`src/sv/sap_pkg.sv`:
```
`timescale 1ns / 1ps

package sap_pkg;

    // Pool geometry
    localparam int POOL_PAGES   = 16;
    localparam int PAGE_W       = 4;
    localparam int PAGES_CNT_W  = 5;
    localparam int SLOT_W       = 9;
    localparam int LINK_W       = 10;
    localparam int CNT_W        = 10;
    localparam int SIZE_W       = 12;
    localparam int DIV_W        = 12;
    localparam int PROD_W       = 21;
    localparam int RAM_DEPTH    = 8192;
    localparam int RAM_AW       = 13;
    localparam int HEADER_BYTES = 12;
    localparam int PAGE_PAYLOAD = 4084;

    // Result status codes
    localparam logic [1:0] STATUS_DONE      = 2'd0;
    localparam logic [1:0] STATUS_EXHAUSTED = 2'd1;
    localparam logic [1:0] STATUS_NULL_FREE = 2'd2;
    localparam logic [1:0] STATUS_OUTSIDE   = 2'd3;

    // Operation codes
    localparam logic OP_ALLOC = 1'b0;
    localparam logic OP_FREE  = 1'b1;

    // Configuration register indexes
    localparam logic CFG_OBJECT_SIZE = 1'b0;
    localparam logic CFG_POOL_FIRST  = 1'b1;

    typedef enum logic [3:0] {
        ST_IDLE,
        ST_NWAIT,
        ST_DECODE,
        ST_FWAIT,
        ST_CREATE,
        ST_POP_RD,
        ST_POP_UPD,
        ST_POP_ADDR,
        ST_DONE
    } state_t;

    typedef struct packed {
        logic accept;
        logic div_start_n;
        logic div_start_free;
        logic load_n;
        logic sel_found;
        logic start_create;
        logic create_step;
        logic create_finish;
        logic free_commit;
        logic pop_read;
        logic pop_update;
        logic pop_addr;
        logic set_exhausted;
        logic set_null;
        logic set_outside;
        logic set_done_zero;
        logic out_load;
    } cmd_t;

    typedef struct packed {
        logic dirty;
        logic op_free;
        logic any_found;
        logic pool_full;
        logic addr_null;
        logic free_bad_early;
        logic div_done;
        logic free_bad_late;
        logic create_last;
        logic out_free;
    } sts_t;

endpackage

```
`src/sv/sap_ctrl.sv`:
```
`timescale 1ns / 1ps

module sap_ctrl
    import sap_pkg::*;
(
    input  logic clk,
    input  logic rst_n,
    input  logic in_valid,
    output logic in_stall,
    input  sts_t sts,
    output cmd_t cmd
);

    state_t state_reg, state_next;

    always_ff @(posedge clk or negedge rst_n)
    begin
        if (!rst_n)
        begin
            state_reg <= ST_IDLE;
        end
        else
        begin
            state_reg <= state_next;
        end
    end

    // Next state and datapath commands.
    always_comb
    begin
        state_next = state_reg;
        cmd        = '0;
        in_stall   = 1'b1;
        unique case (state_reg)
            ST_IDLE:
            begin
                if (sts.dirty)
                begin
                    cmd.div_start_n = 1'b1;
                    state_next      = ST_NWAIT;
                end
                else
                begin
                    in_stall = 1'b0;
                    if (in_valid)
                    begin
                        cmd.accept = 1'b1;
                        state_next = ST_DECODE;
                    end
                end
            end
            ST_NWAIT:
            begin
                if (sts.div_done)
                begin
                    cmd.load_n = 1'b1;
                    state_next = ST_IDLE;
                end
            end
            ST_DECODE:
            begin
                if (!sts.op_free)
                begin
                    if (sts.any_found)
                    begin
                        cmd.sel_found = 1'b1;
                        state_next    = ST_POP_RD;
                    end
                    else if (!sts.pool_full)
                    begin
                        cmd.start_create = 1'b1;
                        state_next       = ST_CREATE;
                    end
                    else
                    begin
                        cmd.set_exhausted = 1'b1;
                        state_next        = ST_DONE;
                    end
                end
                else if (sts.addr_null)
                begin
                    cmd.set_null = 1'b1;
                    state_next   = ST_DONE;
                end
                else if (sts.free_bad_early)
                begin
                    cmd.set_outside = 1'b1;
                    state_next      = ST_DONE;
                end
                else
                begin
                    cmd.div_start_free = 1'b1;
                    state_next         = ST_FWAIT;
                end
            end
            ST_FWAIT:
            begin
                if (sts.div_done)
                begin
                    if (sts.free_bad_late)
                    begin
                        cmd.set_outside = 1'b1;
                    end
                    else
                    begin
                        cmd.free_commit   = 1'b1;
                        cmd.set_done_zero = 1'b1;
                    end
                    state_next = ST_DONE;
                end
            end
            ST_CREATE:
            begin
                cmd.create_step = 1'b1;
                if (sts.create_last)
                begin
                    cmd.create_finish = 1'b1;
                    state_next        = ST_POP_RD;
                end
            end
            ST_POP_RD:
            begin
                cmd.pop_read = 1'b1;
                state_next   = ST_POP_UPD;
            end
            ST_POP_UPD:
            begin
                cmd.pop_update = 1'b1;
                state_next     = ST_POP_ADDR;
            end
            ST_POP_ADDR:
            begin
                cmd.pop_addr = 1'b1;
                state_next   = ST_DONE;
            end
            ST_DONE:
            begin
                if (sts.out_free)
                begin
                    cmd.out_load = 1'b1;
                    state_next   = ST_IDLE;
                end
            end
            default:
            begin
                state_next = ST_IDLE;
            end
        endcase
    end

endmodule

```
`config.mk`:
```
export PLATFORM = sky130hd
export DESIGN_NAME = sap_ctrl
export DESIGN_NICKNAME = d
export VERILOG_FILES = /design/src/sv/sap_pkg.sv /design/src/sv/sap_ctrl.sv
export SDC_FILE = /design/constraint.sdc
export NUM_CORES = 1
export LEC_CHECK = 0
export BUFFER_PORTS_ARGS = -buffer_cell sky130_fd_sc_hd__buf_2
export CAP_MARGIN = 15
export CORE_MARGIN = 2
export CORE_UTILIZATION = 37
export DETAILED_ROUTE_END_ITERATION = 16
export PLACE_DENSITY = 0.73
export SETUP_SLACK_MARGIN = 0.1
export SYNTH_ARGS = -nofsm -noshare
export SYNTH_HDL_FRONTEND = slang
export SYNTH_SLANG_ARGS = --single-unit
```
`constraint.sdc`:
```
create_clock -name clk -period 1.2 [get_ports clk]
set_input_delay 0.12 -clock clk [delete_from_list [all_inputs] [get_ports clk]]
set_output_delay 0.12 -clock clk [all_outputs]
set_load 0.01 [all_outputs]
```
**After elaboration in Yosys (flattened, before gate mapping)**

Index checks and enable logic that the tools add are counted.
Widths: inputs -> output; s select.

- Add/sub/neg operators: 0
- $mul: 0
- Divide/modulo/power cells: 0
- Magnitude comparators: 0
- Equality and inequality tests: 13
- Shifts and indexed selects: 0
- Muxes and demuxes: 50
- Bitwise logic cells: 0
- Reduce and logical (&&, ||, !) cells: 2

Operator list:

| cell | number |
|---|---|
| $mux 4 | 11 |
| $pmux 4 s9 | 1 |
| $mux 1 | 30 |
| $eq 4x3->1 const B | 4 |
| $mux 2 | 7 |
| $eq 4x2->1 const B | 2 |
| $ne 2x2->1 const B | 4 |
| $reduce_and 5->1 | 1 |
| $eq 4x1->1 const B | 1 |
| $eq 4x4->1 const B | 1 |
| $logic_not 4->1 | 1 |
| $ne 3x3->1 const B | 1 |
| $pmux 1 s2 | 1 |

- Register bits: 4
- Latch bits: 0
- Bits in writable memories: 0
- Memory bits (read-only): 0
- Input bits: 13
- Output and inout port bits: 18
- Logic and storage cells: 66
- Memories: 0

**Longest topological paths before layout**

- Word-level depth: 4
- Gate-level depth with buffers: 5
- Gate-level depth less buffers: 4

**Least setup slack after synthesis**

Ideal clock, no wire load.

- Kind: reg-to-output
- Start point: register state_reg[1]
- End point: output cmd[8] (netlist bit)
- Data arrival time: 1.378 ns
- Slack: -0.298 ns
- Cell stages (with the launch flop): 6
- Cells stage by stage: dfrtp_1 -> buf_4 -> clkbuf_1 -> nand2_1 -> nor3_1 -> buf_4

RTL lines:

| item | RTL line | source |
|---|---|---|
| from (decl) | sap_ctrl.sv:14 | `state_t state_reg, state_next;` |
| from (signal assigned) | sap_ctrl.sv:24 | `state_reg <= state_next;` |
| to (decl) | sap_ctrl.sv:11 | `output cmd_t cmd` |

==> flow_metrics.tcl <==
set metrics [dict create \
    grt_pass1_wl_mm 2.518 \
    synth_area_per_cell_um2 7.073 \
    routed_wl_mm 1.856 \
    yosysWarnings 0 \
    p_leak_nw 0.4827 \
    whs_ns 0.1142 \
    grt_max_degree 16 \
    layout-drive-gt1-share_pct 64.41 \
    drc 0 \
    ys_seq_area_share_pct 19.66 \
    ios 31 \
    core.rowCount 13 \
    criticalPathCategory "register to primary output" \
    synth_seq_cells 4 \
    nets 133 \
    slowest_delay_ns 0.58 \
    antenna_found_initial 0 \
    period_share_pct 139.6 \
    critPathTopFamily "simple AND/OR/NAND/NOR gates" \
    netlist_instances 72 \
    wl_per_cell_um 13.95 \
    seqPwrFrac_pct 11.4 \
    start_util_pct 39.13 \
    vdd_drop_max_mv 1.370 \
    fp.dieW_um 41.10 \
    io_buffers 30 \
    status "finished with violations" \
    maxSlewViolCount 0 \
    clk_path_buf_depth 2 \
    cp_data_arrival_time_ns 1.56 \
    multi_input_area_um2 493.0 \
    crit_chain "or4b_4, nor2_4, and2_4, buf_6" \
    startpoint_type "register" \
    grt_pass1_vias 606 \
    n_antenna_cell 0 \
    path_clk_slew_ns 0.04 \
    setup_viol 22 \
    cts_tree "yes" \
    grt_usage_pct 23.54 \
    dp_hpwl_mm 1.136 \
    gp_congestion 0.8084 \
    tns_ns -5.906 \
    area_growth_pct 99.76 \
    rsz0062_at_grt "true" \
    die_y_um 41.10 \
    crit_buf_inv 1 \
    design_power_total_mw 2.055 \
    cts_max_level 1 \
    final_cell_mix "28 x buf_2, 11 x buf_4, 8 x buf_6" \
    antenna_left 0 \
    clock_sinks 4 \
    cts_buffers 3 \
    p_sw_share_pct 45.10 \
    slowest_stage "or4b_4" \
    fmax_mhz 597.0 \
    seq_area_um2 100.1 \
    vias 703 \
    largest_register_ffs 4 \
    dp_cells 121 \
    max-slew-margin-rel_pct 71.43 \
    violations "setup timing" \
    hold_viol 0 \
    p_per_area_nw_per_um2 2021 \
    fin_ws_ns -0.4751 \
    drtIter0Drc 20 \
    viasPerCell 5.286 \
    clockPowerShare_pct 8.4 \
    root_buffer "clkbuf_4" \
    drv_cap 0 \
    die_area_um2 1689 \
    min_path_type "input pin to register" \
    synth.distinct_cells 32 \
    period_needed_ns 1.675 \
    fin_cells 133 \
    clk-insertion-delay-late_ns 0.24 \
    tightest_slew_ns 0.4277 \
    worstPathRequired_ns 1.08 \
    final_common_cell "buf_2" \
    grt_remaining_overflow 0 \
    cp-end-kind "primary output" \
    fin_skew_ns 0.005561 \
    synth.cell_area_um2 509.2 \
    comb_power_share_pct 80.2 \
    coreArea_um2 1301 \
    switchingPower_mw 0.9271 \
    fill_cells 89 \
    path_max_fanout 5 \
    intPower_mw 1.128 \
    synth_nets 85 \
    first_pass_iters 4 \
]
through the flow:
stage / setup slack, ns / utilization [%] / area, um^2
floorplan: -0.1709 / - / 563.0
finish: -0.4751 / 78.17 / 1017
CTS: -0.4723 / 70.10 / 912.1
detailed placement: -0.2367 / 58.65 / 763.2
global route: -0.5274 / 78.17 / 1017
global placement: -0.2110 / 58.65 / 763.2
cell families (layout without fill, tap and decap cells):
group                     after synthesis  in the layout  synth area share [%]
AOI/OAI and AO/OA                      17             17                 23.34
xor gates and xnor gates                1              1                 1.720
buffers and inverters                  11             57                 11.55
DFF                                     4              4                 19.66
and+or+nand+nor                        39             39                 43.74
layout make-up:
| cell class | instances | share of cell area (%) |
|---|---|---|
| repair buffers | 50 | 36.16 |
| flip-flops and latches | 4 | 9.840 |
| inverters | 4 | 1.476 |
| multi-input cells | 57 | 48.46 |
| well taps | 15 | 1.845 |
| clock buffers | 3 | 2.214 |
power by group through the flow:
stage | registers (mW) | clock network, mW | logic (mW)
floorplan | 0.226 | 0 | 0.776
global placement | 0.220 | 0 | 1.08
detailed placement | 0.224 | 0 | 1.09
CTS | 0.230 | 0.182 | 1.38
global route | 0.238 | 0.180 | 1.77
finish | 0.234 | 0.173 | 1.65
metal layers:
layer | GRT usage, % | share of wire, % | vias to the layer above
met2 | 37.89 | 51 | 24
met4 | 14.52 | 0 | 0
met3 | 0 | 5.0 | 0
met1 | 31.25 | 44 | 322
met5 | 0 | 0 | -
li1 | - | - | 357
path summary, 6_finish.rpt:
check / startpoint / endpoint / slack, ns / depth (start not counted)
setup / recovery: state_reg[3] / cmd[12] / -0.48 / 4
hold / removal: sts[0] / state_reg[3] / 0.11 / 2
setup reg to reg: state_reg[1] / state_reg[0] / -0.26 / 6
hold reg to reg: state_reg[0] / state_reg[2] / 0.75 / 2
max in group asynchronous: rst_n / state_reg[2] / 0.86 / 2
min in group asynchronous: rst_n / state_reg[3] / 0.21 / 2
Yosys cell counts:
cell type,instances,area [um^2]
o21a_1,1,7.510
buf_2,2,10.01
or4b_4,1,13.76
nor3_1,7,35.03
dfrtp_1,4,100.1
nor3b_1,5,37.54
nor2b_1,1,6.260
o41ai_1,1,8.760
inv_1,4,15.01
o211ai_1,2,15.01
a211oi_1,3,22.52
clkbuf_1,2,7.510
nor4b_1,1,8.760
nor2_1,8,30.03
buf_6,1,11.26
buf_4,2,15.01
nor2_2,1,6.260
and2_1,2,12.51
nor4_1,1,6.260
a21oi_1,2,10.01
a2111oi_0,1,8.760
nand2_1,5,18.77
and3_1,1,6.260
nand3b_1,2,15.01
o22ai_1,1,6.260
xor2_1,1,8.760
o21ai_0,2,10.01
and2b_1,1,7.510
nand2b_1,2,12.51
a2bb2oi_1,2,17.52
a31oi_1,2,12.51
or3_1,1,6.260
what timing repair did:
item	4_1_cts	5_1_grt
buffers inserted	5	2
hold buffers	1	0
pin swaps	2	9
gates resized for setup	17	13
setup endpoints to repair	21	22
hold endpoints to repair	4	0
gates cloned	0	1
(Power assumes the default switching activity.)
